===== src/design/mslf_pkg.sv =====
// ---------------------------------------------------------------------------
// mslf_pkg
// Shared types and constants of the magic-synchronized length deframer.
// ---------------------------------------------------------------------------
package mslf_pkg;

    // Configuration register indexes
    localparam logic [1:0] CFG_FRAME_MODE   = 2'd0;
    localparam logic [1:0] CFG_MAGIC_FIRST  = 2'd1;
    localparam logic [1:0] CFG_MAGIC_SECOND = 2'd2;
    localparam logic [1:0] CFG_MIN_TOTAL    = 2'd3;

    // Request kinds carried in tuser
    localparam logic REQ_DATA = 1'b0;
    localparam logic REQ_DROP = 1'b1;

    // Frame modes
    localparam logic MODE_SHORT = 1'b0;
    localparam logic MODE_LONG  = 1'b1;

    // Header lengths and fixed limits
    localparam logic [3:0]  HDR_SHORT     = 4'd6;
    localparam logic [3:0]  HDR_LONG      = 4'd8;
    localparam logic [16:0] LONG_EXTRA    = 17'd8;
    localparam logic [16:0] LONG_MIN      = 17'd8;
    localparam logic [9:0]  SHORT_MIN     = 10'd6;

    // Reset values of the configuration registers
    localparam logic [7:0]  MAGIC_RST     = 8'h5A;
    localparam logic [9:0]  MIN_TOTAL_RST = 10'd40;

    localparam int CFG_DATA_W = 10;
    localparam int TOTAL_W    = 17;
    localparam int OFFSET_W   = 9;

    typedef logic [7:0][7:0] t_hdr;

    typedef struct packed {
        logic       frame_mode;
        logic [7:0] magic_first;
        logic [7:0] magic_second;
        logic [9:0] min_total;
    } t_cfg;

    // One burst of result items handed from the framer to the emitter
    typedef struct packed {
        logic               load;
        logic               bad;
        logic [2:0]         len_m1;
        logic [TOTAL_W-1:0] total;
        t_hdr               bytes;
    } t_evt;

endpackage


===== src/design/mslf_cfg.sv =====
// ---------------------------------------------------------------------------
// mslf_cfg
// Configuration register file; flags a frame mode write so that the framer
// drops any partial assembly.
// ---------------------------------------------------------------------------
module mslf_cfg (
    input  logic                          i_clk,
    input  logic                          i_rst_n,
    input  logic                          i_cfg_we,
    input  logic [1:0]                    i_cfg_idx,
    input  logic [mslf_pkg::CFG_DATA_W-1:0] i_cfg_data,
    output mslf_pkg::t_cfg                o_cfg,
    output logic                          o_mode_wr
);
    import mslf_pkg::*;

    t_cfg r_cfg;
    t_cfg n_cfg;
    logic n_mode_wr;

    // Decode the write
    always_comb begin
        n_cfg     = r_cfg;
        n_mode_wr = 1'b0;
        if (i_cfg_we) begin
            case (i_cfg_idx)
                CFG_FRAME_MODE: begin
                    n_cfg.frame_mode = i_cfg_data[0];
                    n_mode_wr        = 1'b1;
                end
                CFG_MAGIC_FIRST:  n_cfg.magic_first  = i_cfg_data[7:0];
                CFG_MAGIC_SECOND: n_cfg.magic_second = i_cfg_data[7:0];
                CFG_MIN_TOTAL:    n_cfg.min_total    = i_cfg_data[9:0];
                default:          n_cfg = r_cfg;
            endcase
        end
    end

    always_ff @(posedge i_clk) begin
        if (!i_rst_n) begin
            r_cfg.frame_mode   <= MODE_SHORT;
            r_cfg.magic_first  <= MAGIC_RST;
            r_cfg.magic_second <= MAGIC_RST;
            r_cfg.min_total    <= MIN_TOTAL_RST;
        end else begin
            r_cfg <= n_cfg;
        end
    end

    // Clear the assembly at the same edge that takes the mode write
    assign o_cfg     = r_cfg;
    assign o_mode_wr = n_mode_wr;

endmodule


===== src/design/mslf_framer.sv =====
// ---------------------------------------------------------------------------
// mslf_framer
// Hunts for the start magic, collects the header, checks the declared total
// and tracks the body offset. Hands at most one burst of result items per item.
// ---------------------------------------------------------------------------
module mslf_framer #(
    parameter int BUF_BYTES = 512
) (
    input  logic           i_clk,
    input  logic           i_rst_n,
    input  mslf_pkg::t_cfg i_cfg,
    input  logic           i_mode_wr,
    input  logic           i_accept,
    input  logic           i_req_type,
    input  logic [7:0]     i_data_byte,
    output mslf_pkg::t_evt o_evt,
    output logic [$clog2(BUF_BYTES+1)-1:0] o_evt_off
);
    import mslf_pkg::*;

    localparam int W = $clog2(BUF_BYTES + 1);
    localparam logic [TOTAL_W-1:0] BUF_LIM = TOTAL_W'(BUF_BYTES);

    t_hdr         r_hdr;
    logic [3:0]   r_cnt;
    logic         r_in_body;
    logic [W-1:0] r_body_off;
    logic [W-1:0] r_pkt_total;

    t_hdr         n_hdr;
    logic [3:0]   n_cnt;
    logic         n_in_body;
    logic [W-1:0] n_body_off;
    logic [W-1:0] n_pkt_total;

    t_hdr               w_hdr;
    logic [2:0]         wr_idx;
    logic [3:0]         cnt1;
    logic               mismatch;
    logic [3:0]         hlen;
    logic [TOTAL_W-1:0] total;
    logic [TOTAL_W-1:0] lo;
    logic               size_bad;
    logic               body_last;
    logic [W:0]         body_next;

    // Header write, magic check and total decode
    always_comb begin
        wr_idx = (r_cnt > 4'd7) ? 3'd0 : r_cnt[2:0];
        cnt1   = {1'b0, wr_idx} + 4'd1;
        w_hdr  = r_hdr;
        w_hdr[wr_idx] = i_data_byte;
        mismatch = (cnt1 >= 4'd2) &&
                   ((w_hdr[0] != i_cfg.magic_first) || (w_hdr[1] != i_cfg.magic_second));
        hlen = i_cfg.frame_mode ? HDR_LONG : HDR_SHORT;
        if (i_cfg.frame_mode) begin
            total = TOTAL_W'({w_hdr[2], w_hdr[3]}) + LONG_EXTRA;
            lo    = LONG_MIN;
        end else begin
            total = TOTAL_W'({w_hdr[5], w_hdr[4]});
            lo    = TOTAL_W'((i_cfg.min_total < SHORT_MIN) ? SHORT_MIN : i_cfg.min_total);
        end
        size_bad  = (total < lo) || (total > BUF_LIM);
        body_next = {1'b0, r_body_off} + (W+1)'(1);
        body_last = body_next >= {1'b0, r_pkt_total};
    end

    // Next state and result burst
    always_comb begin
        n_hdr       = r_hdr;
        n_cnt       = r_cnt;
        n_in_body   = r_in_body;
        n_body_off  = r_body_off;
        n_pkt_total = r_pkt_total;
        o_evt        = '0;
        o_evt_off    = '0;
        if (i_mode_wr) begin
            n_cnt       = 4'd0;
            n_in_body   = 1'b0;
            n_body_off  = '0;
            n_pkt_total = '0;
        end else if (i_accept) begin
            if (i_req_type == REQ_DROP) begin
                n_cnt       = 4'd0;
                n_in_body   = 1'b0;
                n_body_off  = '0;
                n_pkt_total = '0;
            end else if (r_in_body) begin
                // pass the body byte straight through
                o_evt.load     = 1'b1;
                o_evt.total    = TOTAL_W'(r_pkt_total);
                o_evt.bytes[0] = i_data_byte;
                o_evt_off      = r_body_off;
                if (body_last) begin
                    n_in_body   = 1'b0;
                    n_body_off  = '0;
                    n_pkt_total = '0;
                end else begin
                    n_body_off = body_next[W-1:0];
                end
            end else if (mismatch) begin
                // slide by one byte
                for (int i = 0; i < 7; i++) begin
                    n_hdr[i] = w_hdr[i+1];
                end
                n_hdr[7] = 8'd0;
                n_cnt    = cnt1 - 4'd1;
            end else if (cnt1 < hlen) begin
                n_hdr = w_hdr;
                n_cnt = cnt1;
            end else if (size_bad) begin
                o_evt.load  = 1'b1;
                o_evt.bad   = 1'b1;
                o_evt.total = total;
                n_cnt       = 4'd0;
            end else begin
                // release the whole header
                o_evt.load   = 1'b1;
                o_evt.len_m1 = 3'(hlen - 4'd1);
                o_evt.total  = total;
                o_evt.bytes  = w_hdr;
                n_cnt        = 4'd0;
                if (total != TOTAL_W'(hlen)) begin
                    n_in_body   = 1'b1;
                    n_body_off  = W'(hlen);
                    n_pkt_total = total[W-1:0];
                end
            end
        end
    end

    always_ff @(posedge i_clk) begin
        if (!i_rst_n) begin
            r_cnt       <= 4'd0;
            r_in_body   <= 1'b0;
            r_body_off  <= '0;
            r_pkt_total <= '0;
        end else begin
            r_cnt       <= n_cnt;
            r_in_body   <= n_in_body;
            r_body_off  <= n_body_off;
            r_pkt_total <= n_pkt_total;
        end
    end

    // Header bytes are payload
    always_ff @(posedge i_clk) begin
        r_hdr <= n_hdr;
    end

endmodule


===== src/design/mslf_emit.sv =====
// ---------------------------------------------------------------------------
// mslf_emit
// Result register: holds one burst of result items and shifts it out one
// item per accepted output cycle.
// ---------------------------------------------------------------------------
module mslf_emit #(
    parameter int BUF_BYTES = 512
) (
    input  logic           i_clk,
    input  logic           i_rst_n,
    input  mslf_pkg::t_evt i_evt,
    input  logic [$clog2(BUF_BYTES+1)-1:0] i_evt_off,
    output logic           o_in_ready,
    output logic           o_tvalid,
    input  logic           i_tready,
    output logic [39:0]    o_tdata,
    output logic           o_tlast,
    output logic [0:0]     o_tuser
);
    import mslf_pkg::*;

    localparam int W = $clog2(BUF_BYTES + 1);

    logic               r_busy;
    logic               r_bad;
    logic [2:0]         r_rem;
    logic [W-1:0]       r_off;
    logic [TOTAL_W-1:0] r_total;
    t_hdr               r_bytes;

    logic               beat;
    logic [TOTAL_W-1:0] off_ext;
    logic [TOTAL_W-1:0] off_next;

    assign beat       = r_busy && i_tready;
    assign o_in_ready = !r_busy || (i_tready && (r_rem == 3'd0));

    // Load a new burst or advance the current one
    always_ff @(posedge i_clk) begin
        if (!i_rst_n) begin
            r_busy <= 1'b0;
        end else if (i_evt.load) begin
            r_busy <= 1'b1;
        end else if (beat && (r_rem == 3'd0)) begin
            r_busy <= 1'b0;
        end
    end

    always_ff @(posedge i_clk) begin
        if (i_evt.load) begin
            r_bad   <= i_evt.bad;
            r_rem   <= i_evt.len_m1;
            r_off   <= i_evt_off;
            r_total <= i_evt.total;
            r_bytes <= i_evt.bytes;
        end else if (beat && (r_rem != 3'd0)) begin
            r_rem   <= r_rem - 3'd1;
            r_off   <= r_off + W'(1);
            r_bytes <= {8'd0, r_bytes[7:1]};
        end
    end

    // Present the current item
    always_comb begin
        off_ext  = TOTAL_W'(r_off);
        off_next = off_ext + TOTAL_W'(1);
        o_tvalid = r_busy;
        o_tdata  = {6'd0, r_total, off_ext[OFFSET_W-1:0], r_bytes[0]};
        o_tlast  = !r_bad && (off_next >= r_total);
        o_tuser  = r_bad;
    end

endmodule


===== src/design/magic_sync_length_deframer.sv =====
// ---------------------------------------------------------------------------
// magic_sync_length_deframer
// Byte-stream deframer: magic hunt, header length check, byte delivery with
// packet offset and end-of-packet flag.
// ---------------------------------------------------------------------------
//  channel  | dir | tdata                                   | tuser     | tlast
//  s_axis   | in  | [7:0] data_byte                         | req_type  | -
//  m_axis   | out | [7:0] out_byte, [16:8] byte_offset,     | bad_size  | last_byte
//           |     | [33:17] declared_total, [39:34] zero    |           |
//  cfg      | in  | i_cfg_we, i_cfg_idx, i_cfg_data (10 bits), no read-back
//
//  One input item per cycle while s_axis_tready is high. A body byte or an
//  error result is a single output item; a released header is 6 (mode 0) or
//  8 (mode 1) output items, shifted out by the result register one header
//  byte per accepted output cycle, and input is held off until the last is taken.
//  Synchronous active-low reset clears the assembly and the configuration.
//  An output stall holds the result register and stops input once it is full.
// ---------------------------------------------------------------------------
module magic_sync_length_deframer #(
    parameter int BUF_BYTES = 512
) (
    input  logic        i_clk,
    input  logic        i_rst_n,
    input  logic        s_axis_tvalid,
    output logic        s_axis_tready,
    input  logic [7:0]  s_axis_tdata,   // [7:0] data_byte
    input  logic [0:0]  s_axis_tuser,   // [0] req_type
    output logic        m_axis_tvalid,
    input  logic        m_axis_tready,
    output logic [39:0] m_axis_tdata,   // [7:0] out_byte, [16:8] byte_offset,
                                        // [33:17] declared_total
    output logic        m_axis_tlast,
    output logic [0:0]  m_axis_tuser,   // [0] bad_size
    input  logic        i_cfg_we,
    input  logic [1:0]  i_cfg_idx,
    input  logic [mslf_pkg::CFG_DATA_W-1:0] i_cfg_data
);
    import mslf_pkg::*;

    localparam int W = $clog2(BUF_BYTES + 1);

    t_cfg         cfg;
    logic         mode_wr;
    logic         accept;
    t_evt         evt;
    logic [W-1:0] evt_off;

    assign accept = s_axis_tvalid && s_axis_tready;

    mslf_cfg u_cfg (
        .i_clk      (i_clk),
        .i_rst_n    (i_rst_n),
        .i_cfg_we   (i_cfg_we),
        .i_cfg_idx  (i_cfg_idx),
        .i_cfg_data (i_cfg_data),
        .o_cfg      (cfg),
        .o_mode_wr  (mode_wr)
    );

    mslf_framer #(
        .BUF_BYTES (BUF_BYTES)
    ) u_framer (
        .i_clk       (i_clk),
        .i_rst_n     (i_rst_n),
        .i_cfg       (cfg),
        .i_mode_wr   (mode_wr),
        .i_accept    (accept),
        .i_req_type  (s_axis_tuser[0]),
        .i_data_byte (s_axis_tdata),
        .o_evt       (evt),
        .o_evt_off   (evt_off)
    );

    mslf_emit #(
        .BUF_BYTES (BUF_BYTES)
    ) u_emit (
        .i_clk      (i_clk),
        .i_rst_n    (i_rst_n),
        .i_evt      (evt),
        .i_evt_off  (evt_off),
        .o_in_ready (s_axis_tready),
        .o_tvalid   (m_axis_tvalid),
        .i_tready   (m_axis_tready),
        .o_tdata    (m_axis_tdata),
        .o_tlast    (m_axis_tlast),
        .o_tuser    (m_axis_tuser)
    );

endmodule


===== config.mk =====
export PLATFORM = sky130hd
export DESIGN_NAME = magic_sync_length_deframer
export DESIGN_NICKNAME = d
export VERILOG_FILES = /design/src/design/mslf_pkg.sv /design/src/design/mslf_cfg.sv /design/src/design/mslf_framer.sv /design/src/design/mslf_emit.sv /design/src/design/magic_sync_length_deframer.sv
export SDC_FILE = /design/constraint.sdc
export NUM_CORES = 1
export LEC_CHECK = 0
export BUFFER_PORTS_ARGS = -buffer_cell sky130_fd_sc_hd__buf_2
export CAP_MARGIN = 20
export CORE_MARGIN = 4
export CORE_UTILIZATION = 40
export CTS_CLUSTER_DIAMETER = 50
export DETAILED_ROUTE_END_ITERATION = 12
export PLACE_DENSITY = 0.65
export SLEW_MARGIN = 5
export SYNTH_ARGS = -nofsm -noshare
export SYNTH_HDL_FRONTEND = slang
export SYNTH_SLANG_ARGS = --single-unit

===== constraint.sdc =====
create_clock -name i_clk -period 8.7 [get_ports i_clk]
set_input_delay 0.87 -clock i_clk [delete_from_list [all_inputs] [get_ports i_clk]]
set_output_delay 0.87 -clock i_clk [all_outputs]
set_load 0.02 [all_outputs]

==> impl_metrics.csv <==
group,metric,value,unit
run_status,status,"finished, final reports clean",
clock_network,cts_setup_buffers,0,
synthesis,synth.most_common_cell,"nand2_1",
clock_network,cts-root-buf,"clkbuf_16",
timing,rsz0062_at_grt,"no",
grt,grt_usage,19.90,%
synthesis,synth_edf_count,159,
synthesis,synth.distinct_cells,69,
timing,tns,0,ns
floorplan,die_w,184.1,um
synthesis,synth_ff_type,"edfxtp_1",
grt,grt_overflow,0,
placed_design,dp_hpwl,23.66,mm
pwr,vdd_drop_max,168.4,uV
timing,drv_slew,0,
route,wl_per_cell,20.59,um
final_layout,layoutNonFillerInstCount,1676,
worst_setup_path,cp-start-kind,"flip-flop",
worst_setup_path,cpPeakStageDelay,0.97,ns
floorplan,start_util,40.56,%
worst_setup_path,path_buf_inv,3,
clock_network,clock_latency,0.54,ns
route,via_count,9696,
route,drtIter0Drc,1075,
synthesis,seq_area_frac_synth,47.04,%
synthesis,synth_common_cells,"nand2_1, edfxtp_1, mux2i_1",
floorplan,die_h,184.1,um
timing,slew_headroom,30.38,%
clock_network,hold_buffers,0,
timing,worst_pin_slew,1.036,ns
grt,grt_max_degree,78,
clock_network,cts_buffers,26,
job,cap_viol_max_count,0,
route,drcViolationCount,0,
placed_design,port-buffer-count,63,
clock_network,cts_sinks,212,
placed_design,gp_congestion,0.9451,
synthesis,yosys-top-cells-area,"edfxtp_1, mux2i_1, dfxtp_1",
clock_network,clkSlewWorstSetupHoldPaths,0.06,ns
timing,fin_crit,6.100,ns
route,route.antenna.remaining_nets,0,
final_layout,syn2layout_area_growth,10.76,%
hold_path,min_path_type,"flip-flop to flip-flop",
grt,first_global_vias,9292,
timing,finalHoldViolations,0,
worst_setup_path,slowest_stage,"dfxtp_1",
synthesis,yosys_warnings,0,
floorplan,std_cell_rows,64,
pwr,p_leak,5.128,nW
final_layout,drive_gt1_share,11.72,%
synthesis,synth-seq-cells,212,
worst_setup_path,critPathRequiredTime,9.07,ns
timing,setup_violations,0,
worst_setup_path,crit_family,"simple AND/OR/NAND/NOR gates",
floorplan,io-pin-count,70,
synthesis,synth_area_leader_cell,"edfxtp_1",
final_layout,n_fill_cell,2905,
worst_setup_path,crit_path_max_fanout,65,
placed_design,place_inst,1627,
timing,timing.final.crit_share,70.11,%
final_layout,fin_nets,1324,
timing,max_freq,163.9,MHz
clock_network,ctsLongestPathBuffers,3,
worst_setup_path,end_kind,"flip-flop",
synthesis,synth_top_cell_area_share,38.48,%
worst_setup_path,path_cells,"nor4bb_4, buf_4, mux2i_1, inv_1, ha_1, nand3_1, xor2_1, mux2i_1, nor2_1, a21oi_1, ha_1, a21o_1, a211o_1, a41oi_1, or4_1, nor3_2, nand2_2, buf_4, o21ai_0",
worst_setup_path,crit_arrival,6.46,ns
synthesis,synth_async_sr_flop_share,0,%
route,wl,34.51,mm
grt,antenna_found_initial,1,
clock_network,tritoncts,"yes",
pwr,powerDensity,184.9,nW/um2
synthesis,synth.avg_cell_area,9.886,um2
floorplan,core_area,30590,um2
synthesis,syn_area,12410,um2
clock_network,htreeDepth,1,
route,first_pass_iters,6,
final_layout,fin_area,13740,um2
route,via_per_inst,5.785,
placed_design,postPlaceCellArea,12830,um2
synthesis,netlist_instances,1255,
timing,skew,0.02092,ns
floorplan,die_area,33900,um2
worst_setup_path,crit_type,"flip-flop to flip-flop",
final_layout,n_antenna_cell,0,
grt,grt_pass1_wl,53.75,mm
clock_network,post_cts_resize_count,0,
==> layer usage <==
metal,wire length [um],vias to the layer above,global-route usage [%]
li1,-,4544,-
met1,15470,4659,28.94
met2,15300,419,30.47
met3,2602,74,3.276
met4,1135,0,6.300
met5,0,-,0
==> cell type report <==
type                       count  area (um2)  area share [%]
clock buffer                  28       658.1           4.789
clock inverter                20       225.2           1.639
inverter                      39       146.4           1.065
multi-input combinational    901        5918           43.07
sequential                   212        5836           42.47
tap                          396       495.5           3.606
timing repair buffer          80       462.9           3.369
==> flip-flops by register name, indices dropped and copies added (netlist names), 3 cells and up <==
name	flops
u_framer.r_pkt_total	10
u_cfg.o_cfg	27
u_emit.r_off	10
u_emit.r_bytes	56
u_framer.r_hdr	64
u_framer.r_body_off	10
u_emit.o_tdata	8
u_emit.r_rem	3
u_emit.r_total	17
u_framer.r_cnt	4
==> metrics by stage <==
stage / util (%) / hold WS [ns] / worst slack (ns) / total power, mW
after floorplan: - / 0.4380 / 1.425 / 1.365
after global placement: 41.95 / 0.4501 / 2.860 / 1.438
after detailed placement: 41.95 / 0.4540 / 2.722 / 1.443
after CTS: 44.83 / 0.4623 / 2.693 / 2.553
after global routing: 44.92 / 0.4946 / 2.338 / 2.631
final: 44.92 / 0.4609 / 2.600 / 2.541
==> report_power, final <==
| part | total, mW | internal [mW] | leakage (nW) | switching (mW) |
|---|---|---|---|---|
| Clock | 1.11 | 0.669 | 0.425 | 0.444 |
| Sequential | 1.15 | 1.13 | 1.90 | 0.0256 |
| Combinational | 0.274 | 0.0944 | 2.81 | 0.179 |
| Total | 2.54 | 1.89 | 5.13 | 0.649 |
==> worst reg2reg max path: cells and delay by family (launching register included) <==
kind,cells,cell delay [ns]
xor gates and xnor gates,1,0.08
DFF,1,0.97
muxes,2,0.56
AOI/OAI and AO/OA,5,1.08
buffers and inverters,3,0.79
adders and majority gates,2,0.58
and+or+nand+nor,6,1.87
==> kinds of logic after synthesis <==
group	count (synthesis)	share of synthesized area, %
simple gates	431	16.39
compound gates	251	13.03
flops	212	47.04
buf+inv	147	5.829
mux	130	10.68
xor+xnor	45	3.177
fa+ha+maj	38	3.832
other cells	1	0.03023
==> final timing paths <==
kind	start	endpoint	slack, ns	depth (start not counted)
setup / recovery	u_framer.r_cnt[0]	u_emit.r_bytes[12]	2.60	19
hold / removal	u_framer.r_pkt_total[5]	u_framer.r_pkt_total[5]	0.46	2
setup reg to reg	u_framer.r_cnt[0]	u_emit.r_bytes[12]	2.60	19
hold reg to reg	u_framer.r_pkt_total[5]	u_framer.r_pkt_total[5]	0.46	2
==> cells in the final DEF, fill, tap and decap left out, types with 5 or more instances in the layout <==
master	Yosys	final
buf_2	23	63
a21o_1	10	9
clkbuf_16	0	26
nor4b_1	11	9
xor2_1	16	16
a21oi_1	49	49
clkinv_1	1	5
or3_1	7	7
a31oi_1	8	8
dfxtp_1	53	53
nor2_1	96	96
a21boi_0	15	15
and2_1	12	12
nand4_1	7	7
and3_1	7	7
o221ai_1	17	17
o21ai_0	39	39
o21ai_1	32	32
nand2_1	174	172
inv_1	38	38
nand3_1	37	37
clkinv_2	0	5
nor4_1	9	9
ha_1	38	38
edfxtp_1	159	159
buf_4	26	16
o21a_1	9	8
a22oi_1	15	15
nor2b_1	17	17
nor3_1	23	22
mux2i_1	122	122
o22ai_1	12	12
a211oi_1	21	21
conb_1	1	6
xnor2_1	29	29
nand2b_1	9	9
(Power assumes the default switching activity.)
